--- src/hdl/thc_pkg.sv ---
`default_nettype none

package thc_pkg;

    localparam int CFG_INDEX_W = 1;
    localparam int CFG_DATA_W  = 8;

    typedef enum logic [CFG_INDEX_W-1:0] {
        CFG_HYSTERESIS   = 1'b0,
        CFG_BLINK_PERIOD = 1'b1
    } cfg_index_t;

    localparam logic [6:0] HYSTERESIS_RESET   = 7'd5;
    localparam logic [7:0] BLINK_PERIOD_RESET = 8'd4;

    typedef enum logic [2:0] {
        OP_TICK      = 3'd0,
        OP_MODE      = 3'd1,
        OP_BTN_ONE   = 3'd2,
        OP_BTN_ZERO  = 3'd3,
        OP_DIGIT     = 3'd4,
        OP_BACKSPACE = 3'd5,
        OP_CONFIRM   = 3'd6
    } opcode_t;

    typedef enum logic [2:0] {
        ST_STABLE  = 3'd0,
        ST_HEATING = 3'd1,
        ST_COOLING = 3'd2,
        ST_MANUAL  = 3'd3,
        ST_ENTRY   = 3'd4
    } status_t;

    localparam logic [3:0] MAX_DECIMAL_DIGIT = 4'd9;
    localparam logic [7:0] BLINK_COUNT_MAX   = 8'd255;

    typedef struct packed {
        logic [2:0] opcode;
        logic [9:0] temp_sample;
        logic [9:0] trimpot_sample;
        logic [3:0] key_digit;
    } thc_item_t;

    typedef struct packed {
        logic       heater_drive;
        logic [9:0] fan_duty;
        logic       heater_led;
        logic       fan_led;
        logic       auto_mode;
        logic       entry_active;
        logic       keypad_setpoint_used;
        logic [9:0] setpoint;
        logic [1:0] entry_digits;
        logic [9:0] entry_value;
        logic [2:0] status;
    } thc_result_t;

    typedef struct packed {
        logic heater;
        logic fan;
    } thc_drive_t;

endpackage

`default_nettype wire

--- src/hdl/thc_event_if.sv ---
`default_nettype none

interface thc_event_if;
    logic       valid;
    logic       ready;
    logic [2:0] opcode;
    logic [9:0] temp_sample;
    logic [9:0] trimpot_sample;
    logic [3:0] key_digit;

    modport source (output valid, opcode, temp_sample, trimpot_sample, key_digit,
                    input ready);
    modport sink   (input valid, opcode, temp_sample, trimpot_sample, key_digit,
                    output ready);
endinterface

`default_nettype wire

--- src/hdl/thc_result_if.sv ---
`default_nettype none

interface thc_result_if;
    logic       valid;
    logic       ready;
    logic       heater_drive;
    logic [9:0] fan_duty;
    logic       heater_led;
    logic       fan_led;
    logic       auto_mode;
    logic       entry_active;
    logic       keypad_setpoint_used;
    logic [9:0] setpoint;
    logic [1:0] entry_digits;
    logic [9:0] entry_value;
    logic [2:0] status;

    modport source (output valid, heater_drive, fan_duty, heater_led, fan_led, auto_mode,
                    entry_active, keypad_setpoint_used, setpoint, entry_digits,
                    entry_value, status,
                    input ready);
    modport sink   (input valid, heater_drive, fan_duty, heater_led, fan_led, auto_mode,
                    entry_active, keypad_setpoint_used, setpoint, entry_digits,
                    entry_value, status,
                    output ready);
endinterface

`default_nettype wire

--- src/hdl/thc_hyst.sv ---
`default_nettype none

// Hysteresis decision. Temperature in degrees is temp*500/1023, so all
// comparisons are scaled by 1023 and the band is moved to the left side
// to keep everything unsigned.
module thc_hyst
    import thc_pkg::*;
#(
    parameter int SPW = 10
)
(
    input  wire logic [9:0]     temp_sample,
    input  wire logic [SPW-1:0] setpoint,
    input  wire logic [6:0]     hysteresis,
    input  wire thc_drive_t     drive_cur,
    output thc_drive_t          drive_next
);

    localparam int CW = SPW + 12;

    logic [CW-1:0] temp_scaled;
    logic [CW-1:0] sp_scaled;
    logic [CW-1:0] band_scaled;
    logic [CW-1:0] sp_band_scaled;
    logic [CW-1:0] temp_band;

    always_comb
    begin
        temp_scaled    = CW'(temp_sample) * CW'(500);
        sp_scaled      = CW'(setpoint) * CW'(1023);
        band_scaled    = CW'(hysteresis) * CW'(1023);
        sp_band_scaled = sp_scaled + band_scaled;
        temp_band      = temp_scaled + band_scaled;

        drive_next = drive_cur;
        // turn-on tests first, turn-off wins on a tie
        if (temp_band <= sp_scaled)
        begin
            drive_next.heater = 1'b1;
        end
        if (temp_scaled >= sp_scaled)
        begin
            drive_next.heater = 1'b0;
        end
        if (temp_scaled >= sp_band_scaled)
        begin
            drive_next.fan = 1'b1;
        end
        if (temp_scaled <= sp_scaled)
        begin
            drive_next.fan = 1'b0;
        end
    end

endmodule

`default_nettype wire

--- src/hdl/thc_core.sv ---
`default_nettype none

module thc_core
    import thc_pkg::*;
#(
    parameter int MAX_DIGITS = 3,
    parameter int FULL_DUTY  = 1023
)
(
    input  wire logic        clk,
    input  wire logic        rst_n,
    input  wire logic        en,
    input  wire thc_item_t   item,
    input  wire logic [6:0]  hysteresis,
    input  wire logic [7:0]  blink_period,
    output thc_result_t      result
);

    localparam int TVW  = $clog2(10 ** MAX_DIGITS);
    localparam int CNTW = $clog2(MAX_DIGITS + 1);
    localparam int SPW  = (TVW > 10) ? TVW : 10;
    localparam logic [9:0] DUTY_ON = FULL_DUTY[9:0];

    logic            auto_reg,   auto_next;
    logic            entry_reg,  entry_next;
    logic            mheat_reg,  mheat_next;
    logic            mfan_reg,   mfan_next;
    thc_drive_t      adrive_reg, adrive_next;
    logic [7:0]      bcount_reg, bcount_next;
    logic            led_reg,    led_next;
    logic            keypad_reg, keypad_next;
    logic [TVW-1:0]  tv_reg,     tv_next;
    logic [CNTW-1:0] cnt_reg,    cnt_next;

    opcode_t          op;
    logic [17:0]      trim_prod;
    logic [SPW-1:0]   trim_sp;
    logic [SPW-1:0]   sp_cur;
    logic [SPW-1:0]   sp_new;
    logic [TVW+15:0]  tv_prod;
    logic [TVW-1:0]   tv_div10;
    logic [TVW+3:0]   tv_append;
    thc_drive_t       hyst_drive;
    logic             fan_on;
    logic [7:0]       bcount_inc;
    logic             heat_out;
    logic             fan_out;
    status_t          status_out;

    // divide by ten as multiply by reciprocal: exact over the ranges used
    assign trim_prod = 18'(item.trimpot_sample) * 18'd205;
    assign trim_sp   = SPW'(trim_prod >> 11);
    assign tv_prod   = (TVW+16)'(tv_reg) * (TVW+16)'(52429);
    assign tv_div10  = TVW'(tv_prod >> 19);
    assign tv_append = (TVW+4)'(tv_reg) * (TVW+4)'(10) + (TVW+4)'(item.key_digit);

    assign sp_cur = keypad_reg ? SPW'(tv_reg) : trim_sp;

    thc_hyst #(
        .SPW (SPW)
    ) u_hyst (
        .temp_sample (item.temp_sample),
        .setpoint    (sp_cur),
        .hysteresis  (hysteresis),
        .drive_cur   (adrive_reg),
        .drive_next  (hyst_drive)
    );

    always_comb
    begin
        op          = opcode_t'(item.opcode);
        auto_next   = auto_reg;
        entry_next  = entry_reg;
        mheat_next  = mheat_reg;
        mfan_next   = mfan_reg;
        adrive_next = adrive_reg;
        bcount_next = bcount_reg;
        led_next    = led_reg;
        keypad_next = keypad_reg;
        tv_next     = tv_reg;
        cnt_next    = cnt_reg;

        fan_on     = auto_reg ? hyst_drive.fan : mfan_reg;
        bcount_inc = (bcount_reg == BLINK_COUNT_MAX) ? bcount_reg : bcount_reg + 8'd1;

        if (entry_reg)
        begin
            if (op == OP_DIGIT && item.key_digit <= MAX_DECIMAL_DIGIT
                && cnt_reg < CNTW'(MAX_DIGITS))
            begin
                tv_next  = TVW'(tv_append);
                cnt_next = cnt_reg + CNTW'(1);
            end
            else if (op == OP_BACKSPACE && cnt_reg != '0)
            begin
                tv_next  = tv_div10;
                cnt_next = cnt_reg - CNTW'(1);
            end
            else if (op == OP_CONFIRM && cnt_reg != '0)
            begin
                keypad_next = 1'b1;
                entry_next  = 1'b0;
            end
        end
        else
        begin
            case (op)
                OP_MODE:
                begin
                    auto_next  = ~auto_reg;
                    mheat_next = 1'b0;
                    mfan_next  = 1'b0;
                    led_next   = 1'b0;
                end
                OP_BTN_ONE:
                begin
                    if (auto_reg)
                    begin
                        entry_next = 1'b1;
                        tv_next    = '0;
                        cnt_next   = '0;
                        led_next   = 1'b0;
                    end
                    else
                    begin
                        mheat_next = ~mheat_reg;
                    end
                end
                OP_BTN_ZERO:
                begin
                    if (auto_reg)
                    begin
                        keypad_next = 1'b0;
                    end
                    else
                    begin
                        mfan_next = ~mfan_reg;
                        if (mfan_reg)
                        begin
                            led_next = 1'b0;
                        end
                    end
                end
                OP_TICK:
                begin
                    if (auto_reg)
                    begin
                        adrive_next = hyst_drive;
                    end
                    if (fan_on)
                    begin
                        if (bcount_inc >= blink_period)
                        begin
                            led_next    = ~led_reg;
                            bcount_next = '0;
                        end
                        else
                        begin
                            bcount_next = bcount_inc;
                        end
                    end
                    else
                    begin
                        led_next = 1'b0;
                    end
                end
                default:
                begin
                end
            endcase
        end
    end

    always_ff @(posedge clk or negedge rst_n)
    begin
        if (!rst_n)
        begin
            auto_reg   <= 1'b0;
            entry_reg  <= 1'b0;
            mheat_reg  <= 1'b0;
            mfan_reg   <= 1'b0;
            adrive_reg <= '0;
            bcount_reg <= '0;
            led_reg    <= 1'b0;
            keypad_reg <= 1'b0;
            tv_reg     <= '0;
            cnt_reg    <= '0;
        end
        else if (en)
        begin
            auto_reg   <= auto_next;
            entry_reg  <= entry_next;
            mheat_reg  <= mheat_next;
            mfan_reg   <= mfan_next;
            adrive_reg <= adrive_next;
            bcount_reg <= bcount_next;
            led_reg    <= led_next;
            keypad_reg <= keypad_next;
            tv_reg     <= tv_next;
            cnt_reg    <= cnt_next;
        end
    end

    // result reflects the state after this transaction
    always_comb
    begin
        sp_new = keypad_next ? SPW'(tv_next) : trim_sp;
        if (entry_next)
        begin
            heat_out   = 1'b0;
            fan_out    = 1'b0;
            status_out = ST_ENTRY;
        end
        else if (!auto_next)
        begin
            heat_out   = mheat_next;
            fan_out    = mfan_next;
            status_out = ST_MANUAL;
        end
        else
        begin
            heat_out = adrive_next.heater;
            fan_out  = adrive_next.fan;
            if (adrive_next.heater)
            begin
                status_out = ST_HEATING;
            end
            else if (adrive_next.fan)
            begin
                status_out = ST_COOLING;
            end
            else
            begin
                status_out = ST_STABLE;
            end
        end

        result.heater_drive         = heat_out;
        result.fan_duty             = fan_out ? DUTY_ON : 10'd0;
        result.heater_led           = heat_out;
        result.fan_led              = entry_next ? 1'b0 : led_next;
        result.auto_mode            = auto_next;
        result.entry_active         = entry_next;
        result.keypad_setpoint_used = keypad_next;
        result.setpoint             = sp_new[9:0];
        result.entry_digits         = 2'(cnt_next);
        result.entry_value          = 10'(tv_next);
        result.status               = status_out;
    end

endmodule

`default_nettype wire

--- src/hdl/hysteresis_thermostat_controller_top.sv ---
// Flow: a transaction accepted at a clock edge is registered in the input register, then
// processed and its result registered in the output register and offered from then on;
// while the receiver holds off, the transaction waits and no new one is accepted.
// Throughput: one per cycle unless stalled, set by the single update of the control state.
// Reset (rst_n low, asynchronous): manual mode, all drives, LEDs and keypad entry cleared,
// hysteresis 5 and blink period 4; both pipeline registers empty.
`default_nettype none

module hysteresis_thermostat_controller_top
    import thc_pkg::*;
#(
    parameter int MAX_DIGITS = 3,
    parameter int FULL_DUTY  = 1023
)
(
    input  wire logic                   clk,
    input  wire logic                   rst_n,
    thc_event_if.sink                   event_ch,
    thc_result_if.source                result_ch,
    input  wire logic                   cfg_we,
    input  wire logic [CFG_INDEX_W-1:0] cfg_index,
    input  wire logic [CFG_DATA_W-1:0]  cfg_data
);

    logic        in_valid_reg;
    thc_item_t   item_reg;
    logic        out_valid_reg;
    thc_result_t result_reg;
    thc_result_t result_next;
    logic [6:0]  hyst_reg;
    logic [7:0]  period_reg;
    logic        advance;

    assign advance        = in_valid_reg && (!out_valid_reg || result_ch.ready);
    assign event_ch.ready = !in_valid_reg || advance;

    always_ff @(posedge clk or negedge rst_n)
    begin
        if (!rst_n)
        begin
            hyst_reg   <= HYSTERESIS_RESET;
            period_reg <= BLINK_PERIOD_RESET;
        end
        else if (cfg_we)
        begin
            unique case (cfg_index_t'(cfg_index))
                CFG_HYSTERESIS:   hyst_reg   <= cfg_data[6:0];
                CFG_BLINK_PERIOD: period_reg <= cfg_data;
            endcase
        end
    end

    always_ff @(posedge clk or negedge rst_n)
    begin
        if (!rst_n)
        begin
            in_valid_reg  <= 1'b0;
            out_valid_reg <= 1'b0;
        end
        else
        begin
            if (event_ch.ready)
            begin
                in_valid_reg <= event_ch.valid;
            end
            if (advance)
            begin
                out_valid_reg <= 1'b1;
            end
            else if (result_ch.ready)
            begin
                out_valid_reg <= 1'b0;
            end
        end
    end

    always_ff @(posedge clk)
    begin
        if (event_ch.valid && event_ch.ready)
        begin
            item_reg.opcode         <= event_ch.opcode;
            item_reg.temp_sample    <= event_ch.temp_sample;
            item_reg.trimpot_sample <= event_ch.trimpot_sample;
            item_reg.key_digit      <= event_ch.key_digit;
        end
        if (advance)
        begin
            result_reg <= result_next;
        end
    end

    thc_core #(
        .MAX_DIGITS (MAX_DIGITS),
        .FULL_DUTY  (FULL_DUTY)
    ) u_core (
        .clk          (clk),
        .rst_n        (rst_n),
        .en           (advance),
        .item         (item_reg),
        .hysteresis   (hyst_reg),
        .blink_period (period_reg),
        .result       (result_next)
    );

    assign result_ch.valid                = out_valid_reg;
    assign result_ch.heater_drive         = result_reg.heater_drive;
    assign result_ch.fan_duty             = result_reg.fan_duty;
    assign result_ch.heater_led           = result_reg.heater_led;
    assign result_ch.fan_led              = result_reg.fan_led;
    assign result_ch.auto_mode            = result_reg.auto_mode;
    assign result_ch.entry_active         = result_reg.entry_active;
    assign result_ch.keypad_setpoint_used = result_reg.keypad_setpoint_used;
    assign result_ch.setpoint             = result_reg.setpoint;
    assign result_ch.entry_digits         = result_reg.entry_digits;
    assign result_ch.entry_value          = result_reg.entry_value;
    assign result_ch.status               = result_reg.status;

endmodule

`default_nettype wire

--- src/flat_wrapper.sv ---
// flat-port wrapper written by rule: the top's interface ports become plain ports
module hysteresis_thermostat_controller_top_flat import thc_pkg::*;
#(
    parameter int MAX_DIGITS = 3,
    parameter int FULL_DUTY  = 1023
)
  (clk, rst_n, cfg_we, cfg_index, cfg_data, event_ch_valid, event_ch_opcode, event_ch_temp_sample, event_ch_trimpot_sample, event_ch_key_digit, event_ch_ready, result_ch_valid, result_ch_heater_drive, result_ch_fan_duty, result_ch_heater_led, result_ch_fan_led, result_ch_auto_mode, result_ch_entry_active, result_ch_keypad_setpoint_used, result_ch_setpoint, result_ch_entry_digits, result_ch_entry_value, result_ch_status, result_ch_ready);
  thc_event_if event_ch_i ();
  thc_result_if result_ch_i ();
  input  wire logic clk;
  input  wire logic rst_n;
  input  wire logic cfg_we;
  input  wire logic [CFG_INDEX_W-1:0] cfg_index;
  input  wire logic [CFG_DATA_W-1:0] cfg_data;
  input wire logic [$bits(event_ch_i.valid)-1:0] event_ch_valid;
  input wire logic [$bits(event_ch_i.opcode)-1:0] event_ch_opcode;
  input wire logic [$bits(event_ch_i.temp_sample)-1:0] event_ch_temp_sample;
  input wire logic [$bits(event_ch_i.trimpot_sample)-1:0] event_ch_trimpot_sample;
  input wire logic [$bits(event_ch_i.key_digit)-1:0] event_ch_key_digit;
  output wire logic [$bits(event_ch_i.ready)-1:0] event_ch_ready;
  output wire logic [$bits(result_ch_i.valid)-1:0] result_ch_valid;
  output wire logic [$bits(result_ch_i.heater_drive)-1:0] result_ch_heater_drive;
  output wire logic [$bits(result_ch_i.fan_duty)-1:0] result_ch_fan_duty;
  output wire logic [$bits(result_ch_i.heater_led)-1:0] result_ch_heater_led;
  output wire logic [$bits(result_ch_i.fan_led)-1:0] result_ch_fan_led;
  output wire logic [$bits(result_ch_i.auto_mode)-1:0] result_ch_auto_mode;
  output wire logic [$bits(result_ch_i.entry_active)-1:0] result_ch_entry_active;
  output wire logic [$bits(result_ch_i.keypad_setpoint_used)-1:0] result_ch_keypad_setpoint_used;
  output wire logic [$bits(result_ch_i.setpoint)-1:0] result_ch_setpoint;
  output wire logic [$bits(result_ch_i.entry_digits)-1:0] result_ch_entry_digits;
  output wire logic [$bits(result_ch_i.entry_value)-1:0] result_ch_entry_value;
  output wire logic [$bits(result_ch_i.status)-1:0] result_ch_status;
  input wire logic [$bits(result_ch_i.ready)-1:0] result_ch_ready;
  assign event_ch_i.valid = event_ch_valid;
  assign event_ch_i.opcode = event_ch_opcode;
  assign event_ch_i.temp_sample = event_ch_temp_sample;
  assign event_ch_i.trimpot_sample = event_ch_trimpot_sample;
  assign event_ch_i.key_digit = event_ch_key_digit;
  assign event_ch_ready = event_ch_i.ready;
  assign result_ch_valid = result_ch_i.valid;
  assign result_ch_heater_drive = result_ch_i.heater_drive;
  assign result_ch_fan_duty = result_ch_i.fan_duty;
  assign result_ch_heater_led = result_ch_i.heater_led;
  assign result_ch_fan_led = result_ch_i.fan_led;
  assign result_ch_auto_mode = result_ch_i.auto_mode;
  assign result_ch_entry_active = result_ch_i.entry_active;
  assign result_ch_keypad_setpoint_used = result_ch_i.keypad_setpoint_used;
  assign result_ch_setpoint = result_ch_i.setpoint;
  assign result_ch_entry_digits = result_ch_i.entry_digits;
  assign result_ch_entry_value = result_ch_i.entry_value;
  assign result_ch_status = result_ch_i.status;
  assign result_ch_i.ready = result_ch_ready;
  hysteresis_thermostat_controller_top #(.MAX_DIGITS(MAX_DIGITS), .FULL_DUTY(FULL_DUTY)) u_core (.clk(clk), .rst_n(rst_n), .event_ch(event_ch_i), .result_ch(result_ch_i), .cfg_we(cfg_we), .cfg_index(cfg_index), .cfg_data(cfg_data));
endmodule
--- config.mk ---
export PLATFORM = sky130hd
export DESIGN_NAME = hysteresis_thermostat_controller_top_flat
export DESIGN_NICKNAME = d
export VERILOG_FILES = /design/src/hdl/thc_pkg.sv /design/src/hdl/thc_event_if.sv /design/src/hdl/thc_result_if.sv /design/src/hdl/thc_hyst.sv /design/src/hdl/thc_core.sv /design/src/hdl/hysteresis_thermostat_controller_top.sv /design/src/flat_wrapper.sv
export SDC_FILE = /design/constraint.sdc
export NUM_CORES = 1
export LEC_CHECK = 0
export BUFFER_PORTS_ARGS = -buffer_cell sky130_fd_sc_hd__buf_2
export CAP_MARGIN = 20
export CORE_ASPECT_RATIO = 0.7
export CORE_MARGIN = 5
export CORE_UTILIZATION = 40
export CTS_BUF_LIST = sky130_fd_sc_hd__clkbuf_8
export CTS_CLUSTER_SIZE = 12
export DETAILED_ROUTE_END_ITERATION = 10
export SLEW_MARGIN = 20
export SYNTH_ARGS = -nofsm -noshare
export SYNTH_HDL_FRONTEND = slang
export SYNTH_SLANG_ARGS = --single-unit
export TNS_END_PERCENT = 10
--- constraint.sdc ---
create_clock -name clk -period 37 [get_ports clk]
set_input_delay 1.85 -clock clk [delete_from_list [all_inputs] [get_ports clk]]
set_output_delay 1.85 -clock clk [all_outputs]
set_load 0.05 [all_outputs]
==> results_dict.tcl <==
set metrics [dict create \
    wl_met1_um 21300 \
    dr_wl_met2_um 15600 \
    synth-compound-area-share_pct 14.4 \
    hold_path.startpoint "u_core.in_valid_reg$_DFFE_PN0N_" \
    synth_top_family_by_area "adder cells" \
    r2r_cells 47 \
    rsz0062_at_grt "no" \
    areaGrowthSynthToFinish_pct 6.90 \
    fin_worst_skew_ps 24.8 \
    fmax_mhz 76.8 \
    synth-seq-area-share_pct 17.1 \
    num_vias 12400 \
    relSlewSlack_pct 33.8 \
    worstSetupPathType "reg2reg" \
    die_w_um 255 \
    die_y_um 182 \
    endpoint_kind "flip-flop" \
    timing.reg2reg.setup_slack_ps 23980 \
    clk_pin_slew_worst_paths_ps 110 \
    tritoncts "yes" \
    synth-edff-count 58 \
    cts_setup_buffers 0 \
    worstPathArrival_ps 13330 \
    drive_gt1_share_pct 9.07 \
    clock_sinks 103 \
    netlist.area_leader.share_pct 27.1 \
    synthesis.nets 2270 \
    routed_wl_um 40100 \
    port-buffer-count 83 \
    cts_resized 0 \
    async_flop_share_pct 43.7 \
    timing.rr.start "u_core.item_reg[7]$_DFFE_PP_" \
    cp_max_fo 8 \
    io_pins 84 \
    gp_congestion 0.905 \
    tns_ps 0 \
    crit_path_start_kind "flip-flop" \
    hold_depth 1 \
    dpl.hpwl_um 34000 \
    synthSimpleGateAreaFrac_pct 9.84 \
    grt_pass1_wl_um 65600 \
    num_rows 62 \
    worstMarginPinSlew_ps 983 \
    synthTopCellsByArea "ha_1, fa_1, edfxtp_1, dfrtp_1, inv_1" \
    core-area_sq_mm 0.0413 \
    fin_nets 2337 \
    slowest_delay_ps 560 \
    yosysTopAreaCell "ha_1" \
    grt.total_usage_pct 17.7 \
    clk_latency_ps 430 \
    worstHoldEndpoint "u_core.result_ch.valid$_DFFE_PN0P_" \
    required_ps 37310 \
    grt_pass1_vias 12200 \
    final_common_cell "ha_1" \
    status "complete, no violations" \
    wl_per_cell_um 17.1 \
    final.period_utilization_pct 35.2 \
    maxCapViolCount 0 \
    syn_inst 1726 \
    cts_inserted_buffers 9 \
    yosys.area_share.xor_xnor_pct 6.09 \
    drt-pass1-iter-count 5 \
    grt-ovfl-total 0 \
    largest_register_ffs 27 \
    clockRootBuffer "clkbuf_8" \
    synth.mux.area_fraction_pct 2.16 \
    synth_cell_types 84 \
    layout_common_cells "ha_1, inv_1, fa_1" \
    hold_viol 0 \
    antenna_found_initial 0 \
    synthAdderAreaFrac_pct 43.7 \
    hp-class "reg2reg" \
    ctsHtreeMaxLevel 3 \
    ys_seq_elements 103 \
    yosysWarnings 0 \
    syn_area_sq_mm 0.0168 \
    drc_errors 0 \
    via_per_inst 5.30 \
    hold_buffers 0 \
    setup_viol 0 \
    ys.flop_type "edfxtp_1" \
    antenna_cells 0 \
    crit_path_frequent_cell "ha_1" \
    clk_path_buf_depth 2 \
    ant_nets 0 \
    critical_path.slowest_cell "o21ai_0" \
    wl_met3_um 2690 \
    timing.rr.end "u_core.u_core.bcount_reg[6]$_DFFE_PN0P_" \
    start_util_pct 40.7 \
    fp.dieArea_sq_mm 0.0463 \
    top_layer_used "met4" \
    avgSynthCellArea_sq_um 9.74 \
    grt_max_degree 47 \
    fin_crit_ps 13020 \
    initialDrtViolationCount 742 \
    report.final.slew_viol_count 0 \
]
-- worst max path at each step --
stage	from	end	slack (ps)	cells after the start
finish	u_core.item_reg[7]$_DFFE_PP_	u_core.u_core.bcount_reg[6]$_DFFE_PN0P_	23980	47
global route	u_core.item_reg[7]$_DFFE_PP_	u_core.u_core.bcount_reg[6]$_DFFE_PN0P_	23140	47
CTS	u_core.item_reg[7]$_DFFE_PP_	u_core.u_core.bcount_reg[6]$_DFFE_PN0P_	24030	47
detailed placement	u_core.item_reg[7]$_DFFE_PP_	u_core.u_core.bcount_reg[6]$_DFFE_PN0P_	24070	47
global placement	u_core.item_reg[7]$_DFFE_PP_	u_core.u_core.bcount_reg[6]$_DFFE_PN0P_	24470	47
floorplan	u_core.item_reg[7]$_DFFE_PP_	u_core.u_core.bcount_reg[0]$_DFFE_PN0P_	25280	48
-- cells by family after synthesis --
group	count (synthesis)
simple gates	319
mux	31
xor+xnor	116
compound gates	366
buf+inv	288
flops	103
fa+ha+maj	503
-- routing by layer --
metal,up-vias,track usage [%]
li1,6161,-
met1,5943,28.1
met2,281,24.3
met3,22,4.12
met4,0,3.42
met5,-,0
-- cell usage after synthesis, types with 18 or more instances --
| library cell | instances |
|---|---|
| edfxtp_1 | 58 |
| fa_1 | 139 |
| xnor2_1 | 77 |
| nor3_1 | 23 |
| nor2_1 | 72 |
| a21o_1 | 54 |
| xor2_1 | 38 |
| a21oi_1 | 90 |
| clkbuf_1 | 18 |
| inv_1 | 255 |
| o21a_1 | 27 |
| nand2_1 | 75 |
| mux2_2 | 18 |
| o21ai_0 | 77 |
| ha_1 | 364 |
| dfrtp_1 | 42 |
| nand3_1 | 34 |
-- critical path, delay by kind of cell (launching register included) --
family / cells / cell delay, ps
xor+xnor: 4 / 530
buf+inv: 6 / 290
compound gates: 16 / 4060
mux: 1 / 340
simple gates: 7 / 1850
fa+ha+maj: 13 / 5310
flops: 1 / 470
-- final cells by class --
| type | count | area [sq um] |
|---|---|---|
| well taps | 544 | 681 |
| clock inverters | 6 | 63.8 |
| flip-flops and latches | 103 | 2870 |
| fillers | 3977 | 23300 |
| clock buffers | 10 | 138 |
| inverters | 256 | 961 |
| repair buffers | 88 | 455 |
| multi-input cells | 1335 | 12800 |
-- through the flow --
step	hold WS (ps)	std cells	setup slack, ps	cell area, sq um	util, %
4_1_cts	515	2342	24030	18000	43.5
3_3_place_gp	473	2326	24470	17800	43.0
2_1_floorplan	457	1726	25280	16800	-
5_1_grt	539	2342	23140	18000	43.5
6_report	518	2342	23980	18000	43.5
3_5_place_dp	496	2326	24070	17800	43.0
Power is not shown: default switching activity piles up to over one toggle a cycle in this logic, so the estimate is an artifact.
